==> config.mk <==
export PLATFORM = sky130hd
export DESIGN_NAME = apbt_sum_stage
export DESIGN_NICKNAME = d
export VERILOG_FILES = /design/src/hdl/apbt_pkg.sv /design/src/hdl/apbt_sum_stage.sv
export SDC_FILE = /design/constraint.sdc
export NUM_CORES = 2
export LEC_CHECK = 0
export BUFFER_PORTS_ARGS = -buffer_cell sky130_fd_sc_hd__clkbuf_2
export CORE_AREA = 3 3 322 451
export CTS_CLUSTER_SIZE = 30
export DETAILED_ROUTE_END_ITERATION = 7
export DIE_AREA = 0 0 325 454
export MAX_ROUTING_LAYER = met4
export SLEW_MARGIN = 20
export SYNTH_ARGS = -nofsm -noshare
export SYNTH_HDL_FRONTEND = slang
export SYNTH_SLANG_ARGS = --single-unit
==> constraint.sdc <==
create_clock -name clk -period 22.2 [get_ports clk]
set_clock_uncertainty 0.05 [all_clocks]
set_input_delay 4.44 -clock clk [delete_from_list [all_inputs] [get_ports clk]]
set_output_delay 4.44 -clock clk [all_outputs]
set_load 0.03 [all_outputs]
==> src/hdl/apbt_pkg.sv <==
package apbt_pkg;

  localparam int CoordW = 32;
  localparam int CmdW = 2;
  localparam int RegIdxW = 3;

  typedef logic signed [CoordW-1:0] coord_t;
  typedef logic [CmdW-1:0] cmd_t;
  typedef logic [RegIdxW-1:0] reg_idx_t;

  localparam cmd_t CMD_POINT = 2'd0;
  localparam cmd_t CMD_DIST = 2'd1;
  localparam cmd_t CMD_BBOX = 2'd2;

  localparam reg_idx_t REG_COEF_XX = 3'd0;
  localparam reg_idx_t REG_COEF_YX = 3'd1;
  localparam reg_idx_t REG_COEF_XY = 3'd2;
  localparam reg_idx_t REG_COEF_YY = 3'd3;
  localparam reg_idx_t REG_OFFSET_X = 3'd4;
  localparam reg_idx_t REG_OFFSET_Y = 3'd5;

  localparam coord_t COEF_ONE = 32'sd65536;

  typedef struct packed {
    coord_t coef_xx;
    coord_t coef_yx;
    coord_t coef_xy;
    coord_t coef_yy;
    coord_t offset_x;
    coord_t offset_y;
  } apbt_coef_t;

  typedef struct packed {
    logic bbox;
    logic no_offset;
  } apbt_mode_t;

  typedef struct packed {
    coord_t x;
    coord_t y;
    logic ovf;
  } apbt_corner_t;

  function automatic coord_t coord_min(input coord_t a, input coord_t b);
    return (b < a) ? b : a;
  endfunction

  function automatic coord_t coord_max(input coord_t a, input coord_t b);
    return (b > a) ? b : a;
  endfunction

endpackage

==> src/hdl/apbt_sum_stage.sv <==
module apbt_sum_stage
  import apbt_pkg::*;
#(
  parameter int COORD_WIDTH = 32,
  parameter int FRAC_BITS = 16,
  localparam int PW = 2 * CoordW - FRAC_BITS
) (
  input  logic                 clk,
  input  logic                 rst,
  input  logic                 up_valid,
  output logic                 up_stall,
  input  apbt_mode_t           up_mode,
  input  logic signed [PW-1:0] pxx [2],
  input  logic signed [PW-1:0] pxy [2],
  input  logic signed [PW-1:0] pyx [2],
  input  logic signed [PW-1:0] pyy [2],
  input  apbt_coef_t           coef,
  output logic                 valid,
  input  logic                 dn_stall,
  output apbt_mode_t           mode,
  output apbt_corner_t         corner [4]
);

  localparam int SW = PW + 2;
  localparam int SAT_W = (COORD_WIDTH > CoordW) ? CoordW : COORD_WIDTH;
  localparam logic signed [SW-1:0] SMAX = SW'((64'sd1 <<< (SAT_W - 1)) - 64'sd1);
  localparam logic signed [SW-1:0] SMIN = -SMAX - SW'(1);

  logic advance;
  coord_t off_x;
  coord_t off_y;
  apbt_corner_t corner_next [4];

  function automatic logic [CoordW:0] saturate(input logic signed [SW-1:0] s);
    logic [CoordW:0] r;
    if (s > SMAX) begin
      r = {1'b1, CoordW'(SMAX)};
    end else if (s < SMIN) begin
      r = {1'b1, CoordW'(SMIN)};
    end else begin
      r = {1'b0, CoordW'(s)};
    end
    return r;
  endfunction

  assign advance = !valid || !dn_stall;
  assign up_stall = valid && dn_stall;
  assign off_x = up_mode.no_offset ? '0 : coef.offset_x;
  assign off_y = up_mode.no_offset ? '0 : coef.offset_y;

  for (genvar i = 0; i < 4; i++) begin : g_corner
    logic signed [SW-1:0] sx;
    logic signed [SW-1:0] sy;
    logic [CoordW:0] rx;
    logic [CoordW:0] ry;

    assign sx = SW'(pxx[i % 2]) + SW'(pxy[i / 2]) + SW'(off_x);
    assign sy = SW'(pyx[i % 2]) + SW'(pyy[i / 2]) + SW'(off_y);
    assign rx = saturate(sx);
    assign ry = saturate(sy);
    assign corner_next[i].x = coord_t'(rx[CoordW-1:0]);
    assign corner_next[i].y = coord_t'(ry[CoordW-1:0]);
    assign corner_next[i].ovf = rx[CoordW] | ry[CoordW];
  end

  always_ff @(posedge clk) begin
    if (rst) begin
      valid <= 1'b0;
    end else if (advance) begin
      valid <= up_valid;
    end
  end

  always_ff @(posedge clk) begin
    if (advance && up_valid) begin
      mode <= up_mode;
      for (int k = 0; k < 4; k++) begin
        corner[k] <= corner_next[k];
      end
    end
  end

endmodule

== After elaboration in Yosys (flattened, before gate mapping) ==
Cells that the tools add are included.

* Input port bits: 582
* Bits in registers: 263
* Output and inout bits: 264
* Logic and storage cells: 74

* Bitwise logic cells: 4
* Add/sub/neg operators: 16
* Reductions and logical operators: 5
* Magnitude comparators: 16
* Mux-type cells: 18

{| class="wikitable"
|+ Operator list
! cell !! number
|-
| $mux 33 || 16
|-
| $add 49x32->50 || 8
|-
| $gt 50x32->1 const B || 8
|-
| $lt 50x32->1 const B || 8
|-
| $add 48x48->49 || 8
|-
| $mux 32 || 2
|-
| $or 1x1->1 || 4
|-
| $logic_and 1x1->1 || 2
|-
| $logic_not 1->1 || 2
|-
| $logic_or 1x1->1 || 1
|}

== Longest topological paths before layout ==
* Depth in word-level cells: 6
* Depth in mapped cells: 22
* Gate-level depth less buffers: 18

== Worst setup path after synthesis ==
Ideal clock, no wire load.

* Path type: input-to-reg
* Start point: input dn_stall
* End point: register corner[0] in the netlist's numbering, enable pin
* Setup time: 915 ps
* Arrival: 16167 ps
* Data required time: 21235 ps
* Path slack: 5068 ps
* Path buffers: 0
* Stages: 2
* Path through: and2_1 -> nor2b_1

* Longest elaborated chain between the ends: 3

{| class="wikitable"
|+ RTL lines
! what !! RTL line !! source
|-
| start, declared || apbt_sum_stage.sv:19 || <nowiki>input logic dn_stall,</nowiki>
|-
| $logic_not 1->1 || apbt_sum_stage.sv:46 || <nowiki>assign advance = !valid || !dn_stall;</nowiki>
|-
| $logic_or 1x1->1 || apbt_sum_stage.sv:46 ||
|-
| $logic_and 1x1->1 || apbt_sum_stage.sv:75 || <nowiki>if (advance && up_valid) begin</nowiki>
|-
| end signal, assigned by index || apbt_sum_stage.sv:78 || <nowiki>corner[k] <= corner_next[k];</nowiki>
|-
| end, declared || apbt_sum_stage.sv:21 || <nowiki>output apbt_corner_t corner [4]</nowiki>
|}

No other way between the ends.
A chain may end at the register's enable or synchronous reset.

== Worst setup path after layout ==
* Start point: input up_mode[0] in the netlist's numbering
* End point: register corner[15] in the netlist's numbering, data pin

* Longest elaborated chain between the ends: 4
* Elaborated cells between the ends (all ways): 5
* Those cells by class: 1 x add/sub; 2 x order compare; 2 x mux

{| class="wikitable"
|+ RTL lines
! what !! RTL line !! source
|-
| start, declared || apbt_sum_stage.sv:12 || <nowiki>input apbt_mode_t up_mode,</nowiki>
|-
| $mux 32 (*) || apbt_sum_stage.sv:49 || <nowiki>assign off_y = up_mode.no_offset ? '0 : coef.offset_y;</nowiki>
|-
| $add 49x32->50 (*) || apbt_sum_stage.sv:58 || <nowiki>assign sy = SW'(pyx[i % 2]) + SW'(pyy[i / 2]) + SW'(off_y);</nowiki>
|-
| $lt 50x32->1 || apbt_sum_stage.sv:38 || <nowiki>end else if (s < SMIN) begin</nowiki>
|-
| $mux 33 || apbt_sum_stage.sv:38 ||
|}

Every way passes the cells marked *; elsewhere a longest branch is shown, timed or not.

==> flow_summary.json <==
{
  "status": "complete, no violations",
  "worstPathCellList": "buf_4, buf_4, nand2b_1, inv_2, buf_4, buf_4, fa_1, ha_1, a21oi_1, o21ai_0, a2111oi_0, o31ai_1, or4_1, nand4_1, nor4bb_1, nand4_1, nand2_1, a21oi_1",
  "path_max_fanout": 35,
  "syn-cell-area_um2": 42400,
  "yosysWarnings": 0,
  "cpMostUsedCell": "buf_4",
  "synth_top_area_share_pct": 18.6,
  "critPathArrivalTime_ns": 11.71,
  "synth-async-reset-ratio_pct": 0,
  "grt_max_degree": 133,
  "drc_errors": 0,
  "drive_gt1_share_pct": 16.7,
  "drv_slew": 0,
  "synthTopCellsByArea": "edfxtp_1, fa_1, ha_1",
  "htree_levels": 2,
  "synth_common_cells": "a21oi_1, fa_1, ha_1",
  "max_freq_mhz": 86.6,
  "hp-class": "reg2reg",
  "cts-hold-fix-buffers": 0,
  "final-hold-violation-count": 0,
  "cts_tree": "done",
  "boundaryPins": 846,
  "globalRouteTotalUtil_pct": 31.2,
  "yosys.area.top_type": "edfxtp_1",
  "port_buffers": 717,
  "syn_area_per_cell_um2": 8.84,
  "critical_path_class": "in2reg",
  "synth_edf_count": 262,
  "worst_ep_required_time_ns": 22.36,
  "synth.distinct_cells": 104,
  "wl_per_cell_um": 31.3,
  "path_delay_family": "simple AND/OR/NAND/NOR gates",
  "die_h_um": 454,
  "rsz0062_at_grt": "false",
  "rows": 163,
  "dp_hpwl_mm": 207,
  "start_kind": "primary input",
  "yosysMostFrequentCell": "a21oi_1",
  "coreArea_um2": 141000,
  "wl_mm": 231,
  "antenna_found_initial": 73,
  "worst_path_max_delay_cell": "nand2_1",
  "nFillCells": 14914,
  "area_growth_pct": 16.3,
  "clock_latency_ns": 0.59,
  "setup_tns_ns": 0,
  "p_leak_nw": 20.6,
  "cts_buffer_depth": 3,
  "stdcell_area_um2": 49300,
  "die_w_um": 325,
  "peakVddDrop_uv": 69.7,
  "max_slew_margin_pct": 18.7,
  "die_area_um2": 148000,
  "syn_inst": 4795,
  "setup_viol": 0,
  "cts_made_buffers": 35,
  "p_per_area_nw_per_um2": 83.8,
  "cts_setup_buffers": 0,
  "synth_seq_area_share_pct": 18.6,
  "nets": 6762,
  "period_share_pct": 52.0,
  "dpl_cell_area_um2": 48000,
  "endpoint_kind": "flop",
  "tightest_slew_ns": 1.21,
  "syn-num-nets": 6153,
  "vias": 42002,
  "grt_pass1_wl_mm": 316,
  "antenna_left": 0,
  "first_pass_iters": 6,
  "grt_pass1_vias": 42571,
  "utilization_pct": 34.9,
  "initial_utilization_pct": 30.0,
  "ys_ff_latch": 263,
  "critPathMaxStageDelay_ns": 0.96,
  "gp_congestion": 1.04,
  "synth_flop_cell": "edfxtp_1",
  "cts_root_buffer": "clkbuf_16",
  "drt_iter0_markers": 3106,
  "ctsResizeCount": 0,
  "cts_sinks": 263,
  "cp_num_buf_inv": 5,
  "clk_pin_slew_ns": 0.06,
  "overflow": 0,
  "cap_violations": 0,
  "avgViaCountPerCell": 5.69,
  "fin_crit_ns": 11.55
}
-- registers in the layout, summed over array words and instances, names as in the netlist --
name    flops
mode        2
corner    260
valid       1
-- power breakdown --
part           total [W]  switching [W]  leakage, nW  internal [W]
clock           0.000604       0.000263        0.564      0.000341
sequential      0.000765      0.0000622         2.41      0.000703
combinational    0.00276        0.00187         17.6      0.000896
total            0.00413        0.00219         20.6       0.00194
-- area by class of cell --
| class | instances | area, um2 | share of cell area [%] |
|---|---|---|---|
| multi-input combinational | 4142 | 33000 | 67.0 |
| sequential | 263 | 7890 | 16.0 |
| timing repair buffer | 764 | 3960 | 8.02 |
| tap | 1897 | 2370 | 4.81 |
| clock buffer | 36 | 880 | 1.78 |
| inverter | 198 | 743 | 1.51 |
| clock inverter | 24 | 288 | 0.583 |
| antenna | 62 | 155 | 0.315 |
-- cell families after synthesis --
family / share of synthesized area [%]
buffers and inverters: 3.63
DFF: 18.6
adders and majority gates: 29.8
and+or+nand+nor: 16.3
muxes: 0.389
AOI/OAI and AO/OA: 24.7
xor gates and xnor gates: 6.53
-- cells in the final DEF, fill, tap and decap left out, types with 18 or more instances in the layout --
master	instances
edfxtp_1	262
nand4_1	111
xor2_1	133
a21oi_1	541
and4_1	18
nand3_1	106
inv_1	195
o31ai_1	21
and3_1	49
a31oi_1	53
diode_2	62
a211o_1	22
a211oi_1	57
xnor2_1	183
a21o_1	155
ha_1	384
nor2b_1	101
and2_1	39
nand2b_1	53
clkbuf_2	716
o21ai_0	361
o21a_1	64
buf_4	47
fa_1	392
o211ai_1	48
nor2_1	288
o21bai_1	77
nor3_1	108
o21ai_1	35
nand2_1	353
or3_1	27
clkbuf_16	35
nor4_1	29
-- worst paths after layout --
check / from / depth (start not counted) / slack [ns] / end
max reg2reg: valid / 3 / 19.87 / corner[14]
max: up_mode[0] / 18 / 10.65 / corner[15]
min: valid / 3 / 0.63 / valid
min reg2reg: valid / 3 / 0.63 / valid
-- stage by stage --
step,setup slack [ns],hold slack (ns),instances,power (W)
finish,10.65,0.626,7386,0.00413
global route,10.29,0.690,7380,0.00437
CTS,10.79,0.623,7324,0.00413
detailed placement,10.19,0.615,7264,0.00350
global placement,10.22,0.598,7264,0.00350
floorplan,5.07,0.837,4795,0.00251
-- worst reg2reg max path, delay by kind of cell, from the launching register on --
kind,cells,cell delay (ns)
flops,1,0.31
simple gates,2,0.68
buf+inv,1,0.58
-- metal layers --
layer	GRT usage, %	wire length, um
met1	31.0	80100
met2	55.3	116000
met3	6.13	14900
met4	21.4	19300
met5	-	0
Power figures use the tool's default switching activity.
