## src/hdl/apbt_pkg.sv

```systemverilog
package apbt_pkg;

  localparam int CoordW = 32;
  localparam int CmdW = 2;
  localparam int RegIdxW = 3;

  typedef logic signed [CoordW-1:0] coord_t;
  typedef logic [CmdW-1:0] cmd_t;
  typedef logic [RegIdxW-1:0] reg_idx_t;

  localparam cmd_t CMD_POINT = 2'd0;
  localparam cmd_t CMD_DIST = 2'd1;
  localparam cmd_t CMD_BBOX = 2'd2;

  localparam reg_idx_t REG_COEF_XX = 3'd0;
  localparam reg_idx_t REG_COEF_YX = 3'd1;
  localparam reg_idx_t REG_COEF_XY = 3'd2;
  localparam reg_idx_t REG_COEF_YY = 3'd3;
  localparam reg_idx_t REG_OFFSET_X = 3'd4;
  localparam reg_idx_t REG_OFFSET_Y = 3'd5;

  localparam coord_t COEF_ONE = 32'sd65536;

  typedef struct packed {
    coord_t coef_xx;
    coord_t coef_yx;
    coord_t coef_xy;
    coord_t coef_yy;
    coord_t offset_x;
    coord_t offset_y;
  } apbt_coef_t;

  typedef struct packed {
    logic bbox;
    logic no_offset;
  } apbt_mode_t;

  typedef struct packed {
    coord_t x;
    coord_t y;
    logic ovf;
  } apbt_corner_t;

  function automatic coord_t coord_min(input coord_t a, input coord_t b);
    return (b < a) ? b : a;
  endfunction

  function automatic coord_t coord_max(input coord_t a, input coord_t b);
    return (b > a) ? b : a;
  endfunction

endpackage

```

## src/hdl/apbt_bbox_stage.sv

```systemverilog
module apbt_bbox_stage
  import apbt_pkg::*;
(
  input  logic         clk,
  input  logic         rst,
  input  logic         up_valid,
  output logic         up_stall,
  input  apbt_mode_t   up_mode,
  input  apbt_corner_t corner [4],
  output logic         valid,
  input  logic         dn_stall,
  output coord_t       x_lo,
  output coord_t       y_lo,
  output coord_t       x_hi,
  output coord_t       y_hi,
  output logic         ovf
);

  logic advance;
  coord_t x_lo_next;
  coord_t y_lo_next;
  coord_t x_hi_next;
  coord_t y_hi_next;
  logic ovf_next;

  assign advance = !valid || !dn_stall;
  assign up_stall = valid && dn_stall;

  always_comb begin
    if (up_mode.bbox) begin
      x_lo_next = coord_min(coord_min(corner[0].x, corner[1].x),
                            coord_min(corner[2].x, corner[3].x));
      y_lo_next = coord_min(coord_min(corner[0].y, corner[1].y),
                            coord_min(corner[2].y, corner[3].y));
      x_hi_next = coord_max(coord_max(corner[0].x, corner[1].x),
                            coord_max(corner[2].x, corner[3].x));
      y_hi_next = coord_max(coord_max(corner[0].y, corner[1].y),
                            coord_max(corner[2].y, corner[3].y));
      ovf_next = corner[0].ovf | corner[1].ovf | corner[2].ovf | corner[3].ovf;
    end else begin
      x_lo_next = corner[0].x;
      y_lo_next = corner[0].y;
      x_hi_next = '0;
      y_hi_next = '0;
      ovf_next = corner[0].ovf;
    end
  end

  always_ff @(posedge clk) begin
    if (rst) begin
      valid <= 1'b0;
    end else if (advance) begin
      valid <= up_valid;
    end
  end

  always_ff @(posedge clk) begin
    if (advance && up_valid) begin
      x_lo <= x_lo_next;
      y_lo <= y_lo_next;
      x_hi <= x_hi_next;
      y_hi <= y_hi_next;
      ovf <= ovf_next;
    end
  end

endmodule
```

## config.mk

```make
export PLATFORM = sky130hd
export DESIGN_NAME = apbt_bbox_stage
export DESIGN_NICKNAME = d
export VERILOG_FILES = /design/src/hdl/apbt_pkg.sv /design/src/hdl/apbt_bbox_stage.sv
export SDC_FILE = /design/constraint.sdc
export NUM_CORES = 1
export LEC_CHECK = 0
export BUFFER_PORTS_ARGS = -buffer_cell sky130_fd_sc_hd__buf_2
export CORE_UTILIZATION = 49
export CTS_BUF_LIST = sky130_fd_sc_hd__clkbuf_4 sky130_fd_sc_hd__clkbuf_8
export DETAILED_ROUTE_END_ITERATION = 16
export PLACE_DENSITY = 0.74
export RECOVER_POWER = 25
export SLEW_MARGIN = 20
export SYNTH_ARGS = -nofsm -noshare
export SYNTH_HDL_FRONTEND = slang
export SYNTH_SLANG_ARGS = --single-unit
```

## constraint.sdc

```tcl
create_clock -name clk -period 17.5 [get_ports clk]
set_input_delay 0.875 -clock clk [delete_from_list [all_inputs] [get_ports clk]]
set_output_delay 0.875 -clock clk [all_outputs]
set_load 0.02 [all_outputs]
```

# Yosys cells after proc, flatten, opt, wreduce, memory -nomap -nowiden
# Cells that the tools add are included.
# totals
word_cells	41
input_bits	266
output_inout_bits	131
register_bits	130
# classes
bitwise_logic	3
order_cmp	12
muxes	15
reduce_logical	5
# ops
op	n
2-to-1 mux 32 bit	14
greater-than comparator 32 bit	6
< comparator 32 bit	6
OR 1 bit	3
logical AND 1 bit	2
zero test 1 bit	2
logical OR 1 bit	1
2-to-1 mux 1 bit	1

# Depth between registers and ports, before layout
# Gate-level depths: netlist of run 1.
# depth
word_depth	5
ltp_mapped	25

# Worst setup path before layout of run 1
# No wires, ideal clock.
# synth_timing
path_type	input to register
start	input dn_stall
end	register ovf, enable pin
n_path_buf	0
path_stages	2
required_time_ns	16.869
arrival_ns	6.790
setup_slack_ns	10.079
cell_sequence	and2_1 > nor2b_1
# synth_between
elab_chain_len	3
# synth_lines
element	line	source
start, declared	apbt_bbox_stage.sv:11	input logic dn_stall,
zero test 1 bit	apbt_bbox_stage.sv:26	assign advance = !valid || !dn_stall;
logical OR 1 bit	apbt_bbox_stage.sv:26	
logical AND 1 bit	apbt_bbox_stage.sv:58	if (advance && up_valid) begin
end signal, assigned	apbt_bbox_stage.sv:63	ovf <= ovf_next;
end, declared	apbt_bbox_stage.sv:16	output logic ovf
# Every way passes these cells.
# A chain may end at the register's enable or synchronous reset.

# Final worst setup path of run 1
# layout_timing
start	input corner[103] in the netlist's numbering
end	register x_hi[28], data pin
# layout_between
elab_chain_len	4
# layout_lines
element	line	source
start, declared	apbt_bbox_stage.sv:9	input apbt_corner_t corner [4],
greater-than comparator 32 bit	apbt_pkg.sv:49	return (b > a) ? b : a;
2-to-1 mux 32 bit *	apbt_pkg.sv:49	
greater-than comparator 32 bit	apbt_pkg.sv:49	
2-to-1 mux 32 bit *	apbt_pkg.sv:49	
end signal, assigned	apbt_bbox_stage.sv:61	x_hi <= x_hi_next;
end, declared	apbt_bbox_stage.sv:14	output coord_t x_hi,
# Mark *: on every way between the ends. The rest lies on a longest branch, timed or not.

==> results of run 1 <==
## per-stage QoR
| stage | instances | setup slack [ns] | total power [mW] |
|---|---|---|---|
| 5_1_grt | 2452 | 9.34 | 1.75 |
| 3_3_place_gp | 2417 | 9.43 | 1.33 |
| 2_1_floorplan | 1686 | 10.08 | 1.08 |
| 6_report | 2457 | 9.53 | 1.65 |
| 4_1_cts | 2449 | 9.76 | 1.64 |
| 3_5_place_dp | 2417 | 9.24 | 1.35 |
## placed cells by master (no fill, tap or decap), drive strengths merged, types with 33 or more instances in the layout
cell    count
buf       415
ha        254
mux2i     219
inv       171
edfxtp    129
nor2       98
a21o       74
nand2      73
a21oi      72
mux2       65
o21ai      57
nand4      45
or3        37
a211oi     37
a221o      34
o31ai      33
## kinds of logic (layout without fill, tap and decap cells)
logic type | after synthesis | after routing | share of synthesized area [%]
other | 0 | 8 | 0
XOR/XNOR | 1 | 1 | 0.0550
adder cells (fa/ha/maj) | 254 | 254 | 20.0
AND/OR/NAND/NOR | 325 | 325 | 10.1
buffers and inverters | 258 | 619 | 6.41
multiplexers | 284 | 284 | 18.4
flip-flops | 130 | 130 | 24.5
AO/OA/AOI/OAI | 434 | 434 | 20.6
## worst max-delay path by stage
stage | from | endpoint | slack [ns] | depth (start not counted)
global placement | corner[38] | x_hi[30]$_SDFFCE_PN0P_ | 9.43 | 20
detailed placement | corner[38] | x_hi[28]$_SDFFCE_PN0P_ | 9.24 | 20
floorplan | dn_stall | ovf$_DFFE_PP_ | 10.08 | 2
finish | corner[103] | x_hi[28]$_SDFFCE_PN0P_ | 9.53 | 21
global route | corner[253] | x_hi[28]$_SDFFCE_PN0P_ | 9.34 | 21
CTS | corner[253] | x_hi[28]$_SDFFCE_PN0P_ | 9.76 | 21
## registers in the layout, summed over array words and instances, names as in the netlist
| signal | count |
|---|---|
| ovf | 1 |
| y_lo | 32 |
| valid | 1 |
| x_hi | 32 |
| x_lo | 32 |
| y_hi | 32 |
## final cells by class
| cell class | count | area, um^2 |
|---|---|---|
| fillers | 2829 | 13000 |
| multi-input cells | 1298 | 11100 |
| flip-flops and latches | 130 | 3890 |
| repair buffers | 416 | 2130 |
| inverters | 171 | 642 |
| well taps | 402 | 503 |
| clock buffers | 28 | 354 |
| clock inverters | 4 | 70.1 |
| diodes | 8 | 20.0 |
## worst reg2reg max path: cells and delay by family, from the launching register on
family,cells,cell delay (ns)
flops,1,0.32
buf+inv,1,5.33
simple gates,2,0.31
## routing by layer
metal	vias to the layer above	share of wire, %
met5	-	0.19
met1	7237	37
met2	755	50
met3	183	8.0
met4	16	4.5
li1	7186	-
## report_power, final
group | switching (mW) | internal [mW] | total [mW] | leakage, nW
logic | 0.563 | 0.375 | 0.937 | 8.21
clock network | 0.131 | 0.157 | 0.288 | 0.225
registers | 0.0129 | 0.414 | 0.427 | 1.27
==> results.py, run 1 <==
metrics = {
    "run_status": {
        "status": "complete, but fails checks",
        "violations": "max-capacitance violations, max-slew violations",
    },
    "critical_path": {
        "endpoint_kind": "flop",
        "crit_family": "compound AO/OA/AOI/OAI gates",
        "startpoint_type": "input port",
        "crit_slowest_cell": "mux2i_4",
        "r2r-end": "y_lo[28]$_DFFE_PP_",
        "worst_r2r_startpoint": "valid$_SDFFE_PP0N_",
        "rr_worst_depth": 3,
        "path_class": "input port to flop",
        "path_max_fanout": 34,
        "path_buf_inv": 4,
        "r2r_slack_ns": 10.84,
        "crit_chain": "buf_2 > inv_1 > ha_1 > a21oi_1 > o21ai_0 > a221o_1 > o31a_1 > nor3_4 > o21bai_4 > buf_4 > mux2_2 > ha_1 > nand4_1 > or3_1 > nor4_1 > o311ai_0 > o2111ai_1 > mux2i_4 > buf_4 > nor2_1 > a211oi_1",
        "worst_path_largest_cell_delay_ns": 0.84,
        "cp_data_required_time_ns": 17.76,
        "crit_arrival_ns": 8.23,
    },
    "finish": {
        "area_growth_pct": 17.8,
        "drive_gt1_share_pct": 27.4,
        "design_area_um2": 18800,
        "nNetsFinal": 2554,
        "fin_util_pct": 59.1,
    },
    "synthesis": {
        "yosys.area.top_type": "edfxtp_1",
        "yosys.cell_types.count": 64,
        "yosys-top-cells-area": "edfxtp_1 (24%), ha_1 (20%), mux2i_1 (14%), inv_1 (4.0%), mux2_2 (3.7%)",
        "ys_warn_count": 0,
        "syn_nets": 2206,
        "synth-main-ff-cell": "edfxtp_1",
        "synth.top_cells.by_count": "ha_1 (254), mux2i_1 (219), inv_1 (170)",
        "synth_edf_count": 129,
        "avgSynthCellArea_um2": 9.44,
        "yosysSeqAreaShare_pct": 24.5,
        "synth.most_common_cell": "ha_1",
        "synth_seq_cells": 130,
        "synth_area_um2": 15900,
        "async_reset_ff_share_pct": 0,
        "synth_top_area_share_pct": 24.3,
        "syn_inst": 1686,
    },
    "detailed_routing": {
        "dr.pass1.iters": 6,
        "wl_per_cell_um": 21.9,
        "antenna_left": 0,
        "num_vias": 15377,
        "drt_iter0_drc": 1026,
        "drt_wl_total_um": 53900,
        "vias_per_cell": 6.26,
        "drc": 0,
    },
    "power_and_ir_drop": {
        "vdd_drop_max_uv": 52.3,
        "p_leak_nw": 9.71,
        "powerDensity_nw_per_um2": 88.1,
    },
    "timing": {
        "whs_ns": 0.532,
        "fin_tns_setup_ns": 0,
        "slew_headroom_pct": -412,
        "setup_viol": 0,
        "period_needed_ns": 7.97,
        "rsz0062_at_grt": "false",
        "hold_viol": 0,
        "fin_crit_sh_pct": 45.5,
        "worstMarginPinSlew_ns": 7.67,
        "max_freq_mhz": 126,
        "drv_slew": 168,
        "fin_skew_ns": 0.0118,
    },
    "floorplan": {
        "die_h_um": 182,
        "io_pins": 397,
        "die_w_um": 182,
        "dieArea_um2": 33200,
        "fp.coreArea_um2": 31700,
        "rows": 65,
        "start_util_pct": 50.2,
    },
    "clock_network": {
        "cts-hold-fix-buffers": 0,
        "cts_buffer_depth": 2,
        "postCtsSetupBuffers": 0,
        "h-tree-depth": 4,
        "insertion_delay_ns": 0.51,
        "clkSinkCount": 130,
        "cts_tree": "built",
        "path_clk_slew_ns": 0.07,
        "cts_buffers": 17,
        "cts_resized": 0,
        "cts-root-buf": "clkbuf_8",
    },
    "min_path": {
        "hold_path.startpoint": "rst",
        "whs_endpoint": "valid$_SDFFE_PP0N_",
        "hold_class": "input port to flop",
        "holdPathStages": 2,
    },
    "grt": {
        "grt_max_degree": 130,
        "globalRouteMet2Util_pct": 57.3,
        "grt-busiest-layer": "met2",
        "met1_usage_pct": 35.2,
        "grt_pass1_wl_um": 81800,
        "antenna_found_initial": 13,
        "grt_remaining_overflow": 0,
        "met3_usage_pct": 6.59,
        "gr-usage-all-layers_pct": 31.9,
        "grt_pass1_vias": 15267,
    },
    "place": {
        "placed_cell_area_um2": 18300,
        "place_congestion": 0.970,
        "port-buffer-count": 395,
        "hpwl_um": 41500,
    },
    "job": {
        "max-cap-violations": 2,
    },
}
(Power assumes the default switching activity.)
==> run 2: changes to the inputs <==
--- a/config.mk
+++ b/config.mk
@@ -9,7 +9,7 @@
 export CORE_UTILIZATION = 49
 export CTS_BUF_LIST = sky130_fd_sc_hd__clkbuf_4 sky130_fd_sc_hd__clkbuf_8
 export DETAILED_ROUTE_END_ITERATION = 16
-export PLACE_DENSITY = 0.74
+export PLACE_DENSITY = 0.77
 export RECOVER_POWER = 25
 export SLEW_MARGIN = 20
 export SYNTH_ARGS = -nofsm -noshare
==> constraint.sdc (replaced) <==
create_clock -name clk -period 7.3 [get_ports clk]
set_input_delay 0.365 -clock clk [delete_from_list [all_inputs] [get_ports clk]]
set_output_delay 0.365 -clock clk [all_outputs]
set_load 0.02 [all_outputs]
==> results.py, run 2 (synthesis gave the netlist of run 1 again) <==
metrics = {
    "grt": {
        "antenna_found_initial": 22,
        "grt_remaining_overflow": 0,
        "gr-usage-all-layers_pct": 32.5,
        "grt_pass1_wl_um": 83600,
        "grt_max_degree": 130,
        "grt_pass1_vias": 15677,
    },
    "timing": {
        "drv_slew": 0,
        "fin_tns_setup_ns": 0,
        "worstMarginPinSlew_ns": 0.968,
        "hold_viol": 0,
        "setup_viol": 0,
        "slew_headroom_pct": 35.2,
        "max_freq_mhz": 162,
        "rsz0062_at_grt": "false",
        "fin_crit_sh_pct": 84.8,
        "period_needed_ns": 6.19,
        "fin_skew_ns": 0.0122,
    },
    "critical_path": {
        "cp_data_required_time_ns": 7.54,
        "worst_path_largest_cell_delay_ns": 0.57,
        "startpoint_type": "input port",
        "crit_chain": "buf_2 > inv_1 > ha_1 > a21o_1 > a221o_1 > a211oi_1 > o22ai_1 > nor3_4 > buf_4 > mux2i_1 > ha_1 > a21o_1 > a21o_1 > a2111oi_0 > o21bai_1 > a221oi_1 > o221ai_2 > a211o_1 > nand2_1 > nand2_1 > buf_4 > o221a_2",
        "path_max_fanout": 34,
        "r2r_slack_ns": 5.62,
        "endpoint_kind": "flop",
        "crit_top_cell": "a21o_1",
        "crit_slowest_cell": "buf_4",
        "crit_family": "compound AO/OA/AOI/OAI gates",
        "path_buf_inv": 4,
        "path_class": "input port to flop",
        "crit_arrival_ns": 6.44,
    },
    "floorplan": {
        "rows": 65,
        "io_pins": 397,
        "die_w_um": 182,
        "die_h_um": 182,
        "fp.coreArea_um2": 31700,
        "dieArea_um2": 33200,
        "start_util_pct": 50.2,
    },
    "power_and_ir_drop": {
        "power_frac_seq_pct": 25.7,
        "clkPwrFrac_pct": 17.0,
        "powerDensity_nw_per_um2": 212,
        "switching_share_pct": 43.5,
        "vdd_drop_max_uv": 120,
        "netSwitchingPower_mw": 1.73,
        "p_int_mw": 2.25,
        "p_comb_share_pct": 57.4,
        "p_leak_nw": 9.48,
    },
    "clock_network": {
        "cts_tree": "built",
        "h-tree-depth": 4,
        "cts-hold-fix-buffers": 1,
        "path_clk_slew_ns": 0.08,
        "clkSinkCount": 130,
        "cts_buffer_depth": 2,
        "cts_buffers": 17,
        "insertion_delay_ns": 0.51,
        "cts_resized": 0,
        "postCtsSetupBuffers": 0,
        "cts-root-buf": "clkbuf_8",
    },
    "finish": {
        "area_growth_pct": 18.0,
        "final_common_cell": "buf_2",
        "nNetsFinal": 2565,
        "drive_gt1_share_pct": 23.1,
        "final_cell_mix": "buf_2 (299), ha_1 (254), mux2i_1 (218)",
        "design_area_um2": 18800,
        "fillers": 2805,
    },
    "detailed_routing": {
        "wl_per_cell_um": 22.3,
        "drc": 0,
        "num_vias": 15512,
        "dr.pass1.iters": 5,
        "drt_wl_total_um": 55000,
        "vias_per_cell": 6.28,
        "antenna_left": 0,
        "drt_iter0_drc": 881,
    },
    "place": {
        "placed_cell_area_um2": 18500,
        "place_congestion": 0.959,
        "port-buffer-count": 395,
        "hpwl_um": 42400,
    },
    "run_status": {
        "status": "finished clean",
    },
    "job": {
        "max-cap-violations": 0,
    },
    "min_path": {
        "hold_class": "input port to flop",
    },
}
[run 2: changes by cell type in the layout (fill, tap and decap cells not counted), sizes merged]
cell / delta
clkinv: +6
bufinv: +1
clkbuf: +87
buf: -85
dlygate4sd3: +1
clkinvlp: +1
diode: +1
[run 2: final timing paths]
kind | startpoint | to | cells past startpoint
hold / removal | up_valid | valid$_SDFFE_PP0N_ | 3
setup / recovery | corner[253] | x_lo[1]$_DFFE_PP_ | 22
hold reg to reg | valid$_SDFFE_PP0N_ | valid$_SDFFE_PP0N_ | 3
setup reg to reg | valid$_SDFFE_PP0N_ | y_lo[21]$_DFFE_PP_ | 3
[run 2: metrics by stage]
step / total power [mW] / setup slack (ns) / utilization [%] / cells / hold slack (ns)
after global routing: 4.20 / 0.818 / 59.2 / 2464 / 0.0999
after floorplan: 2.58 / 0.385 / - / 1686 / 0.437
after CTS: 3.98 / 1.32 / 59.6 / 2460 / 0.0767
after global placement: 3.24 / 0.893 / 58.3 / 2427 / 0.525
final: 3.98 / 1.11 / 59.2 / 2469 / 0.109
after detailed placement: 3.29 / 0.802 / 58.3 / 2427 / 0.531
[run 2: per-layer routing]
layer | global-route usage [%] | routed length, um
met5 | 0 | 176
met4 | 16.9 | 2420
met3 | 8.76 | 4570
met2 | 57.9 | 27100
met1 | 35.1 | 20800
[run 2: area by class of cell]
| type | count | area (um^2) | share of cell area (%) |
|---|---|---|---|
| antenna | 9 | 22.5 | 0.120 |
| clock buffer | 20 | 256 | 1.37 |
| clock inverter | 12 | 140 | 0.746 |
| inverter | 171 | 642 | 3.42 |
| multi-input combinational | 1298 | 11100 | 59.2 |
| sequential | 130 | 3890 | 20.7 |
| tap | 402 | 503 | 2.68 |
| timing repair buffer | 427 | 2200 | 11.7 |
[run 2: worst register-to-register path, cell delays in order (launching register included)]
cell and delay, ns:
dfxtp_1 0.31, and2_0 0.19, nor2b_4 0.15, buf_12 0.59
[run 2: power by group through the flow]
stage | Clock, mW | Sequential, mW | Combinational [mW]
final | 0.675 | 1.02 | 2.28
after CTS | 0.683 | 1.02 | 2.27
after global routing | 0.708 | 1.03 | 2.46
after floorplan | 0 | 1.18 | 1.41
after detailed placement | 0 | 1.03 | 2.26
after global placement | 0 | 1.03 | 2.20
